==> config.mk <==
export PLATFORM = sky130hd
export DESIGN_NAME = current_coulomb_counter
export DESIGN_NICKNAME = d
export VERILOG_FILES = /design/src/hw/rtl/ccc_pkg.sv /design/src/hw/rtl/ccc_ctrl.sv /design/src/hw/rtl/ccc_datapath.sv /design/src/hw/rtl/current_coulomb_counter.sv
export VERILOG_INCLUDE_DIRS = /design/src /design/src/hw/rtl
export SDC_FILE = /design/constraint.sdc
export NUM_CORES = 2
export LEC_CHECK = 0
export BUFFER_PORTS_ARGS = -buffer_cell sky130_fd_sc_hd__buf_2
export CAP_MARGIN = 20
export CORE_ASPECT_RATIO = 2
export CORE_MARGIN = 4
export CORE_UTILIZATION = 58
export CTS_CLUSTER_SIZE = 14
export DETAILED_ROUTE_END_ITERATION = 16
export GPL_ROUTABILITY_DRIVEN = 0
export GPL_TIMING_DRIVEN = 0
export PLACE_DENSITY = 0.86
export SLEW_MARGIN = 30
export SYNTH_ARGS = -nofsm -noshare
export SYNTH_HDL_FRONTEND = slang
export SYNTH_SLANG_ARGS = --single-unit
==> constraint.sdc <==
create_clock -name clk -period 18.3 [get_ports clk]
set_input_delay 1.83 -clock clk [delete_from_list [all_inputs] [get_ports clk]]
set_output_delay 1.83 -clock clk [all_outputs]
set_load 0.03 [all_outputs]
==> src/hw/rtl/current_coulomb_counter_macros.svh <==
// ---------------------------------------------------------------------------
// Assertion macros for the current coulomb counter
// Each macro expands to a concurrent assertion clocked by clk and disabled
// while arst_n is low. Synthesis sees empty bodies.
// ---------------------------------------------------------------------------
`ifndef CURRENT_COULOMB_COUNTER_MACROS_SVH
`define CURRENT_COULOMB_COUNTER_MACROS_SVH

`ifndef SYNTHESIS
// same-cycle implication
`define CCC_ASSERT_IMPLIES(label, ante, cons, msg) \
	label: assert property (@(posedge clk) disable iff (!arst_n) (ante) |-> (cons)) \
		else $error(msg);
// next-cycle implication
`define CCC_ASSERT_NEXT(label, ante, cons, msg) \
	label: assert property (@(posedge clk) disable iff (!arst_n) (ante) |=> (cons)) \
		else $error(msg);
`else
`define CCC_ASSERT_IMPLIES(label, ante, cons, msg)
`define CCC_ASSERT_NEXT(label, ante, cons, msg)
`endif

`endif

==> src/hw/rtl/ccc_pkg.sv <==
// ---------------------------------------------------------------------------
// ccc_pkg
// Shared types and fixed constants of the current coulomb counter.
// ---------------------------------------------------------------------------
package ccc_pkg;

	// configuration register indexes
	typedef enum logic [1:0] {
		REG_STEP_UV     = 2'd0,
		REG_SLOPE       = 2'd1,
		REG_OFFSET      = 2'd2,
		REG_SAVE_PERIOD = 2'd3
	} ccc_reg_t;

	localparam logic [9:0]  STEP_UV_RST     = 10'd188;
	localparam logic [15:0] SLOPE_RST       = 16'd7705;
	localparam logic [15:0] OFFSET_RST      = 16'd3884;
	localparam logic [15:0] SAVE_PERIOD_RST = 16'd10000;

	localparam logic [15:0] CURRENT_MAX_MA = 16'd50000;
	localparam logic [15:0] CAPACITY_LIMIT = 16'd36000;
	localparam logic [19:0] UAS_PER_AS     = 20'd1000000;
	localparam logic [35:0] CHARGE_MAX     = 36'd65535999999;
	localparam logic [16:0] TIMER_MAX      = 17'd131071;

	// divide by 10^6 = 2^6 * 15625: shift, then reciprocal multiply and one fix-up
	localparam int          DIV_SHIFT   = 6;
	localparam logic [13:0] DIV_BASE    = 14'd15625;
	localparam int          RECIP_SHIFT = 31;
	localparam logic [17:0] RECIP       = 18'd137438;

	// one-cycle datapath commands from the controller
	typedef struct packed {
		logic load_in;         // capture the input request
		logic mul_uv;          // code times step
		logic mul_slope;       // microvolts times slope
		logic div_mul;         // reciprocal multiply
		logic div_fix;         // remainder check and quotient fix-up
		logic div_src_charge;  // divider works on the charge, else on the product
		logic mul_time;        // current times elapsed time
		logic accum;           // charge and save timer update
		logic load_cap;        // load a new capacity
		logic out_load;        // move the result into the output register
	} ccc_cmd_t;

endpackage

==> src/hw/rtl/ccc_ctrl.sv <==
// ---------------------------------------------------------------------------
// ccc_ctrl
// Sequencer of the coulomb counter: steps the datapath through one request
// and owns both handshakes.
// ---------------------------------------------------------------------------
`include "current_coulomb_counter_macros.svh"

module ccc_ctrl (
	input  logic              clk,
	input  logic              arst_n,
	input  logic              sample_valid,
	output logic              sample_stall,
	input  logic              action,
	output logic              result_valid,
	input  logic              result_stall,
	output ccc_pkg::ccc_cmd_t cmd
);
	import ccc_pkg::*;

	typedef enum logic [3:0] {
		ST_IDLE,
		ST_UV,
		ST_SLOPE,
		ST_RAW_MUL,
		ST_RAW_FIX,
		ST_TIME,
		ST_ACCUM,
		ST_LOAD,
		ST_CAP_MUL,
		ST_CAP_FIX,
		ST_OUT
	} state_t;

	state_t state_q;
	logic   result_valid_q;
	logic   accept;
	logic   out_free;

	assign sample_stall = (state_q != ST_IDLE);
	assign accept       = sample_valid && (state_q == ST_IDLE);
	assign out_free     = !result_valid_q || !result_stall;
	assign result_valid = result_valid_q;

	always_comb begin
		cmd = '0;
		unique case (state_q)
			ST_IDLE:    cmd.load_in = accept;
			ST_UV:      cmd.mul_uv = 1'b1;
			ST_SLOPE:   cmd.mul_slope = 1'b1;
			ST_RAW_MUL: cmd.div_mul = 1'b1;
			ST_RAW_FIX: cmd.div_fix = 1'b1;
			ST_TIME:    cmd.mul_time = 1'b1;
			ST_ACCUM:   cmd.accum = 1'b1;
			ST_LOAD:    cmd.load_cap = 1'b1;
			ST_CAP_MUL: begin
				cmd.div_mul        = 1'b1;
				cmd.div_src_charge = 1'b1;
			end
			ST_CAP_FIX: begin
				cmd.div_fix        = 1'b1;
				cmd.div_src_charge = 1'b1;
			end
			ST_OUT:     cmd.out_load = out_free;
			default:    cmd = '0;
		endcase
	end

	always_ff @(posedge clk or negedge arst_n) begin
		if (!arst_n) begin
			state_q        <= ST_IDLE;
			result_valid_q <= 1'b0;
		end else begin
			// a new result replaces the one taken at this edge
			if ((state_q == ST_OUT) && out_free)
				result_valid_q <= 1'b1;
			else if (!result_stall)
				result_valid_q <= 1'b0;
			unique case (state_q)
				ST_IDLE: begin
					if (accept)
						state_q <= action ? ST_LOAD : ST_UV;
				end
				ST_UV:      state_q <= ST_SLOPE;
				ST_SLOPE:   state_q <= ST_RAW_MUL;
				ST_RAW_MUL: state_q <= ST_RAW_FIX;
				ST_RAW_FIX: state_q <= ST_TIME;
				ST_TIME:    state_q <= ST_ACCUM;
				ST_ACCUM:   state_q <= ST_CAP_MUL;
				ST_LOAD:    state_q <= ST_CAP_MUL;
				ST_CAP_MUL: state_q <= ST_CAP_FIX;
				ST_CAP_FIX: state_q <= ST_OUT;
				ST_OUT: begin
					// hold until the output register is free
					if (out_free)
						state_q <= ST_IDLE;
				end
				default:    state_q <= ST_IDLE;
			endcase
		end
	end

	`CCC_ASSERT_NEXT(a_accept_goes_busy, sample_valid && !sample_stall, sample_stall, "accepted request did not start the sequence")
	`CCC_ASSERT_NEXT(a_out_waits, (state_q == ST_OUT) && result_valid_q && result_stall, (state_q == ST_OUT) && result_valid_q, "result dropped while output register was full")
	`CCC_ASSERT_IMPLIES(a_one_command, 1'b1, $onehot0({cmd.load_in, cmd.mul_uv, cmd.mul_slope, cmd.div_mul, cmd.div_fix, cmd.mul_time, cmd.accum, cmd.load_cap, cmd.out_load}), "more than one datapath command in a cycle")

endmodule

==> src/hw/rtl/ccc_datapath.sv <==
// ---------------------------------------------------------------------------
// ccc_datapath
// Configuration registers, multipliers, shared divide-by-10^6 unit, charge
// accumulator, save timer and output register of the coulomb counter.
// ---------------------------------------------------------------------------
`include "current_coulomb_counter_macros.svh"

module ccc_datapath (
	input  logic              clk,
	input  logic              arst_n,
	input  ccc_pkg::ccc_cmd_t cmd,
	input  logic              cfg_valid,
	input  logic [1:0]        cfg_index,
	input  logic [15:0]       cfg_data,
	input  logic signed [15:0] adc_code,
	input  logic [15:0]       elapsed_ms,
	input  logic [15:0]       new_capacity,
	output logic [15:0]       current_ma,
	output logic [15:0]       capacity_as,
	output logic              save_request
);
	import ccc_pkg::*;

	// configuration
	logic [9:0]  step_uv_q;
	logic [15:0] slope_q;
	logic [15:0] offset_q;
	logic [15:0] period_q;

	// captured request
	logic signed [15:0] code_q;
	logic [15:0]        elapsed_q;
	logic [15:0]        new_cap_q;

	// working registers
	logic [24:0] uv_q;
	logic [40:0] prod_q;
	logic [30:0] divx_q;
	logic [17:0] q0_q;
	logic [15:0] current_q;
	logic [15:0] cap_q;
	logic [31:0] add_q;
	logic [35:0] charge_q;
	logic [16:0] timer_q;
	logic        save_q;

	logic [15:0] current_ma_q;
	logic [15:0] capacity_as_q;
	logic        save_request_q;

	logic [14:0] code_clamp;
	logic [30:0] div_x;
	logic [48:0] recip_prod;
	logic [31:0] back_prod;
	logic [31:0] rem_full;
	logic [14:0] rem;
	logic [17:0] quot;
	logic [17:0] diff;
	logic [15:0] current_next;
	logic [36:0] charge_sum;
	logic [17:0] timer_sum;
	logic [16:0] timer_sat;
	logic [15:0] cap_clamp;

	assign code_clamp = code_q[15] ? '0 : code_q[14:0];

	// shift by 2^6; products too large for any current past the clamp saturate
	always_comb begin
		if (cmd.div_src_charge)
			div_x = {1'b0, charge_q[35:DIV_SHIFT]};
		else if (|prod_q[40:37])
			div_x = '1;
		else
			div_x = prod_q[36:DIV_SHIFT];
	end

	assign recip_prod = 49'(div_x) * 49'(RECIP);
	assign back_prod  = 32'(q0_q) * 32'(DIV_BASE);
	assign rem_full   = {1'b0, divx_q} - back_prod;
	assign rem        = rem_full[14:0];
	// reciprocal estimate is low by at most one
	assign quot       = q0_q + 18'(rem >= 15'(DIV_BASE));

	always_comb begin
		diff         = quot - {2'b00, offset_q};
		current_next = '0;
		if (quot > {2'b00, offset_q})
			current_next = (diff > {2'b00, CURRENT_MAX_MA}) ? CURRENT_MAX_MA : diff[15:0];
	end

	assign charge_sum = {1'b0, charge_q} + {5'b0, add_q};
	assign timer_sum  = {1'b0, timer_q} + {2'b00, elapsed_q};
	assign timer_sat  = (timer_sum > {1'b0, TIMER_MAX}) ? TIMER_MAX : timer_sum[16:0];
	assign cap_clamp  = (new_cap_q > CAPACITY_LIMIT) ? CAPACITY_LIMIT : new_cap_q;

	always_ff @(posedge clk or negedge arst_n) begin
		if (!arst_n) begin
			step_uv_q <= STEP_UV_RST;
			slope_q   <= SLOPE_RST;
			offset_q  <= OFFSET_RST;
			period_q  <= SAVE_PERIOD_RST;
			charge_q  <= '0;
			timer_q   <= '0;
		end else begin
			if (cfg_valid) begin
				unique case (cfg_index)
					REG_STEP_UV:     step_uv_q <= cfg_data[9:0];
					REG_SLOPE:       slope_q   <= cfg_data;
					REG_OFFSET:      offset_q  <= cfg_data;
					REG_SAVE_PERIOD: period_q  <= cfg_data;
					default:         ;
				endcase
			end
			if (cmd.accum) begin
				charge_q <= (charge_sum > {1'b0, CHARGE_MAX}) ? CHARGE_MAX : charge_sum[35:0];
				if (timer_sat > {1'b0, period_q})
					timer_q <= '0;
				else
					timer_q <= timer_sat;
			end
			if (cmd.load_cap)
				charge_q <= 36'(cap_clamp) * 36'(UAS_PER_AS);
		end
	end

	always_ff @(posedge clk) begin
		if (cmd.load_in) begin
			code_q    <= adc_code;
			elapsed_q <= elapsed_ms;
			new_cap_q <= new_capacity;
		end
		if (cmd.mul_uv)
			uv_q <= 25'(code_clamp) * 25'(step_uv_q);
		if (cmd.mul_slope)
			prod_q <= 41'(uv_q) * 41'(slope_q);
		if (cmd.div_mul) begin
			divx_q <= div_x;
			q0_q   <= recip_prod[48:RECIP_SHIFT];
		end
		if (cmd.div_fix) begin
			if (cmd.div_src_charge)
				cap_q <= quot[15:0];
			else
				current_q <= current_next;
		end
		if (cmd.mul_time)
			add_q <= 32'(elapsed_q) * 32'(current_q);
		if (cmd.accum)
			save_q <= (timer_sat > {1'b0, period_q});
		if (cmd.load_cap) begin
			save_q    <= 1'b1;
			current_q <= '0;
		end
		if (cmd.out_load) begin
			current_ma_q   <= current_q;
			capacity_as_q  <= cap_q;
			save_request_q <= save_q;
		end
	end

	assign current_ma   = current_ma_q;
	assign capacity_as  = capacity_as_q;
	assign save_request = save_request_q;

	`CCC_ASSERT_IMPLIES(a_charge_bounded, 1'b1, charge_q <= CHARGE_MAX, "charge accumulator above its saturation value")
	`CCC_ASSERT_NEXT(a_current_bounded, cmd.div_fix && !cmd.div_src_charge, current_q <= CURRENT_MAX_MA, "current above its clamp")
	`CCC_ASSERT_NEXT(a_load_saves, cmd.load_cap, save_q && (current_q == 16'd0), "capacity load did not request a save")

endmodule

==> src/hw/rtl/current_coulomb_counter.sv <==
// Sample request: code times step, times slope, divide-by-10^6, offset and clamp,
// times elapsed time, charge update, divide of the charge, output. Load request:
// capacity load, divide of the charge, output. Requests stall until the sequencer
// is idle. The divider is shared; a stalled result register holds the last step.
// Reset (arst_n low) clears charge, save timer and handshakes at once and
// returns the configuration registers to their default values.
// ---------------------------------------------------------------------------
// current_coulomb_counter
// Integrating current meter: ADC code to milliamps, charge in ampere-seconds,
// periodic save requests and capacity loads.
// ---------------------------------------------------------------------------
module current_coulomb_counter (
	input  logic              clk,
	input  logic              arst_n,
	input  logic              cfg_valid,
	output logic              cfg_ready,
	input  logic [1:0]        cfg_index,
	input  logic [15:0]       cfg_data,
	input  logic              sample_valid,
	output logic              sample_stall,
	input  logic              action,
	input  logic signed [15:0] adc_code,
	input  logic [15:0]       elapsed_ms,
	input  logic [15:0]       new_capacity,
	output logic              result_valid,
	input  logic              result_stall,
	output logic [15:0]       current_ma,
	output logic [15:0]       capacity_as,
	output logic              save_request
);
	import ccc_pkg::*;

	ccc_cmd_t cmd;

	// registers may be written in any cycle
	assign cfg_ready = 1'b1;

	ccc_ctrl u_ctrl (
		.clk          (clk),
		.arst_n       (arst_n),
		.sample_valid (sample_valid),
		.sample_stall (sample_stall),
		.action       (action),
		.result_valid (result_valid),
		.result_stall (result_stall),
		.cmd          (cmd)
	);

	ccc_datapath u_datapath (
		.clk          (clk),
		.arst_n       (arst_n),
		.cmd          (cmd),
		.cfg_valid    (cfg_valid),
		.cfg_index    (cfg_index),
		.cfg_data     (cfg_data),
		.adc_code     (adc_code),
		.elapsed_ms   (elapsed_ms),
		.new_capacity (new_capacity),
		.current_ma   (current_ma),
		.capacity_as  (capacity_as),
		.save_request (save_request)
	);

endmodule

==> impl_metrics.py <==
metrics = {
    "setup_path": {
        "crit_top_cell": "o21ai_0",
        "arrival_ns": 11.36,
        "crit_type": "reg -> reg",
        "r2r_slack_ns": 7.47,
        "startpoint_type": "register",
        "slowest_stage": "edfxtp_1",
        "cp.required_ns": 18.83,
        "timing.rr.end": "u_datapath.current_q[13]$_SDFFE_PP0P_",
        "end_kind": "register",
        "path_buf_inv": 3,
        "cp.depth": 40,
        "slowest_delay_ns": 0.55,
        "r2r_cells": 40,
        "r2r-start": "u_datapath.q0_q[0]$_DFFE_PP_",
        "critical-path-top-delay-family": "compound AO/OA/AOI/OAI gates",
        "cp_max_fo": 10,
    },
    "worst_hold_path": {
        "holdPathEnd": "u_datapath.capacity_as[6]$_DFFE_PP_",
        "whs_path_depth": 0,
        "worstHoldStart": "u_datapath.cap_q[6]$_DFFE_PP_",
        "hold_class": "reg -> reg",
    },
    "drt": {
        "drt-total-wl_mm": 158,
        "ant_nets": 0,
        "drtPass1Iterations": 10,
        "drt_iter0_markers": 3254,
        "drc_errors": 0,
        "vias": 41820,
        "viasPerCell": 6.00,
        "routedWlPerCell_um": 22.6,
    },
    "clock_network": {
        "postCtsSetupBuffers": 0,
        "h-tree-depth": 2,
        "cts-root-buf": "clkbuf_16",
        "cts_tree": "yes",
        "numCtsBuffers": 38,
        "ctsHoldBuffers": 0,
        "clock_path_buffers": 3,
        "clock_sinks": 355,
        "clk_pin_slew_worst_paths_ns": 0.06,
        "cts_resized": 0,
        "clkLatencyLatePin_ns": 0.62,
    },
    "global_routing": {
        "grt_max_degree": 68,
        "grtUsageTotal_pct": 31.9,
        "antenna_found_initial": 5,
        "gr-total-overflow": 0,
        "grt_pass1_wl_mm": 245,
        "first_global_vias": 47363,
    },
    "synth": {
        "yosysSeqAreaShare_pct": 18.2,
        "synth-seq-cells": 355,
        "synth.distinct_cells": 78,
        "syn_area_um2": 54700,
        "yosys-top-cells-count": "1217 x inv_1, 885 x fa_1, 712 x ha_1",
        "yosysWarnings": 0,
        "syn_nets": 7237,
        "yosysMostFrequentCell": "inv_1",
        "syn_avg_cell_area_um2": 9.82,
        "ys.flop_type": "edfxtp_1",
        "synth-edff-count": 222,
        "ys_async_sr_fraction_pct": 32.7,
        "synth_top_cells_by_area": "fa_1 32%, ha_1 16%, edfxtp_1 12%",
        "yosysTopAreaCell": "fa_1",
        "syn_inst": 5568,
        "synth_top_area_share_pct": 32.4,
    },
    "sta": {
        "fmax_mhz": 92.4,
        "finalCritPeriodShare_pct": 59.2,
        "setup_viol": 0,
        "period_needed_ns": 10.83,
        "hold_slack_ns": 0.420,
        "hold_viol_final": 0,
        "rsz0062_at_grt": "no",
        "tns_ns": 0,
        "drv_slew": 0,
        "tightest_slew_ns": 1.08,
        "fin_skew_ns": 0.0315,
        "slew_headroom_pct": 27.7,
    },
    "placed_design": {
        "portBuffers": 106,
        "placed_area_um2": 57000,
        "post-dp-hpwl_mm": 128,
    },
    "cells_and_area": {
        "syn2layout_area_growth_pct": 6.49,
        "drive_gt1_share_pct": 5.14,
        "final_net_count": 7397,
        "num-fill-cells": 6992,
        "finish.instance_area_um2": 58200,
    },
    "floorplan": {
        "start_util_pct": 58.4,
        "dieWidth_um": 225,
        "ios": 108,
        "design.die.area_um2": 99600,
        "die-height_um": 442,
        "rows": 159,
        "coreArea_um2": 93700,
    },
    "run": {
        "cap_violations": 0,
    },
    "status": {
        "status": "complete, no violations",
    },
}
==> cells in the final DEF, fill, tap and decap left out, types with 43 or more instances in the layout <==
| master | count |
|---|---|
| clkbuf_1 | 173 |
| and2_1 | 303 |
| a21o_1 | 73 |
| xor2_1 | 58 |
| o21ai_0 | 115 |
| fa_1 | 885 |
| inv_1 | 1217 |
| nor2_1 | 157 |
| buf_2 | 110 |
| nor3_1 | 43 |
| a21oi_1 | 159 |
| xnor2_1 | 147 |
| nand2_1 | 641 |
| mux2_2 | 58 |
| dfrtp_1 | 92 |
| ha_1 | 712 |
| edfxtp_1 | 222 |
==> final cells by class <==
type	count	area (µm²)	share of cell area, %
repair buffers	120	726	1.25
plain buffers	175	674	1.16
multi-input cells	3821	39600	67.9
clock buffers	46	1010	1.74
inverters	1217	4570	7.84
well taps	1207	1510	2.59
clock inverters	24	224	0.385
flip-flops and latches	355	9940	17.1
diodes	5	12.5	0.0215
==> metrics by stage <==
stage               worst slack [ns]  std cells  util, %
floorplan                       9.23       5568        -
global placement                7.32       6881     60.5
detailed placement              7.58       6895     60.8
CTS                             7.49       6965     62.1
global route                    6.86       6967     62.1
finish                          7.47       6970     62.2
==> routing by layer <==
metal / GRT usage (%) / vias to the layer above / share of wire [%]
met3: 7.25 / 1166 / 8.1
li1: - / 17834 / -
met4: 31.5 / 2 / 13
met2: 54.2 / 2414 / 49
met5: 0 / - / 0.0082
met1: 31.0 / 20404 / 30
==> registers in the layout, summed over array words and instances (netlist names), 17 cells and up <==
register / flops
u_datapath.add_q: 32
u_datapath.charge_q: 36
u_datapath.prod_q: 35
u_datapath.q0_q: 18
u_datapath.timer_q: 17
u_datapath.uv_q: 25
==> cell families (layout without fill, tap and decap cells) <==
kind of cell / after synthesis / count (layout) / synth area share (%)
muxes: 59 / 59 / 1.21
AOI/OAI and AO/OA: 605 / 605 / 7.34
DFF: 355 / 355 / 18.2
other: 1 / 6 / 0.00686
buffers and inverters: 1392 / 1582 / 9.58
adders and majority gates: 1597 / 1597 / 48.7
and+or+nand+nor: 1354 / 1354 / 11.7
xor gates and xnor gates: 205 / 205 / 3.28
==> how the worst max path moves through the flow <==
| stage | from | endpoint | slack (ns) |
|---|---|---|---|
| 2_1_floorplan | u_datapath.q0_q[0]$_DFFE_PP_ | u_datapath.current_q[10]$_SDFFE_PP0P_ | 9.23 |
| 3_3_place_gp | u_datapath.q0_q[0]$_DFFE_PP_ | u_datapath.current_q[13]$_SDFFE_PP0P_ | 7.32 |
| 3_5_place_dp | u_datapath.q0_q[0]$_DFFE_PP_ | u_datapath.current_q[13]$_SDFFE_PP0P_ | 7.58 |
| 4_1_cts | u_datapath.q0_q[0]$_DFFE_PP_ | u_datapath.current_q[13]$_SDFFE_PP0P_ | 7.49 |
| 5_1_grt | u_datapath.q0_q[0]$_DFFE_PP_ | u_datapath.current_q[13]$_SDFFE_PP0P_ | 6.86 |
| 6_report | u_datapath.q0_q[0]$_DFFE_PP_ | u_datapath.current_q[13]$_SDFFE_PP0P_ | 7.47 |
Power is not shown: default switching activity piles up to over one toggle a cycle in this logic, so the estimate is an artifact.
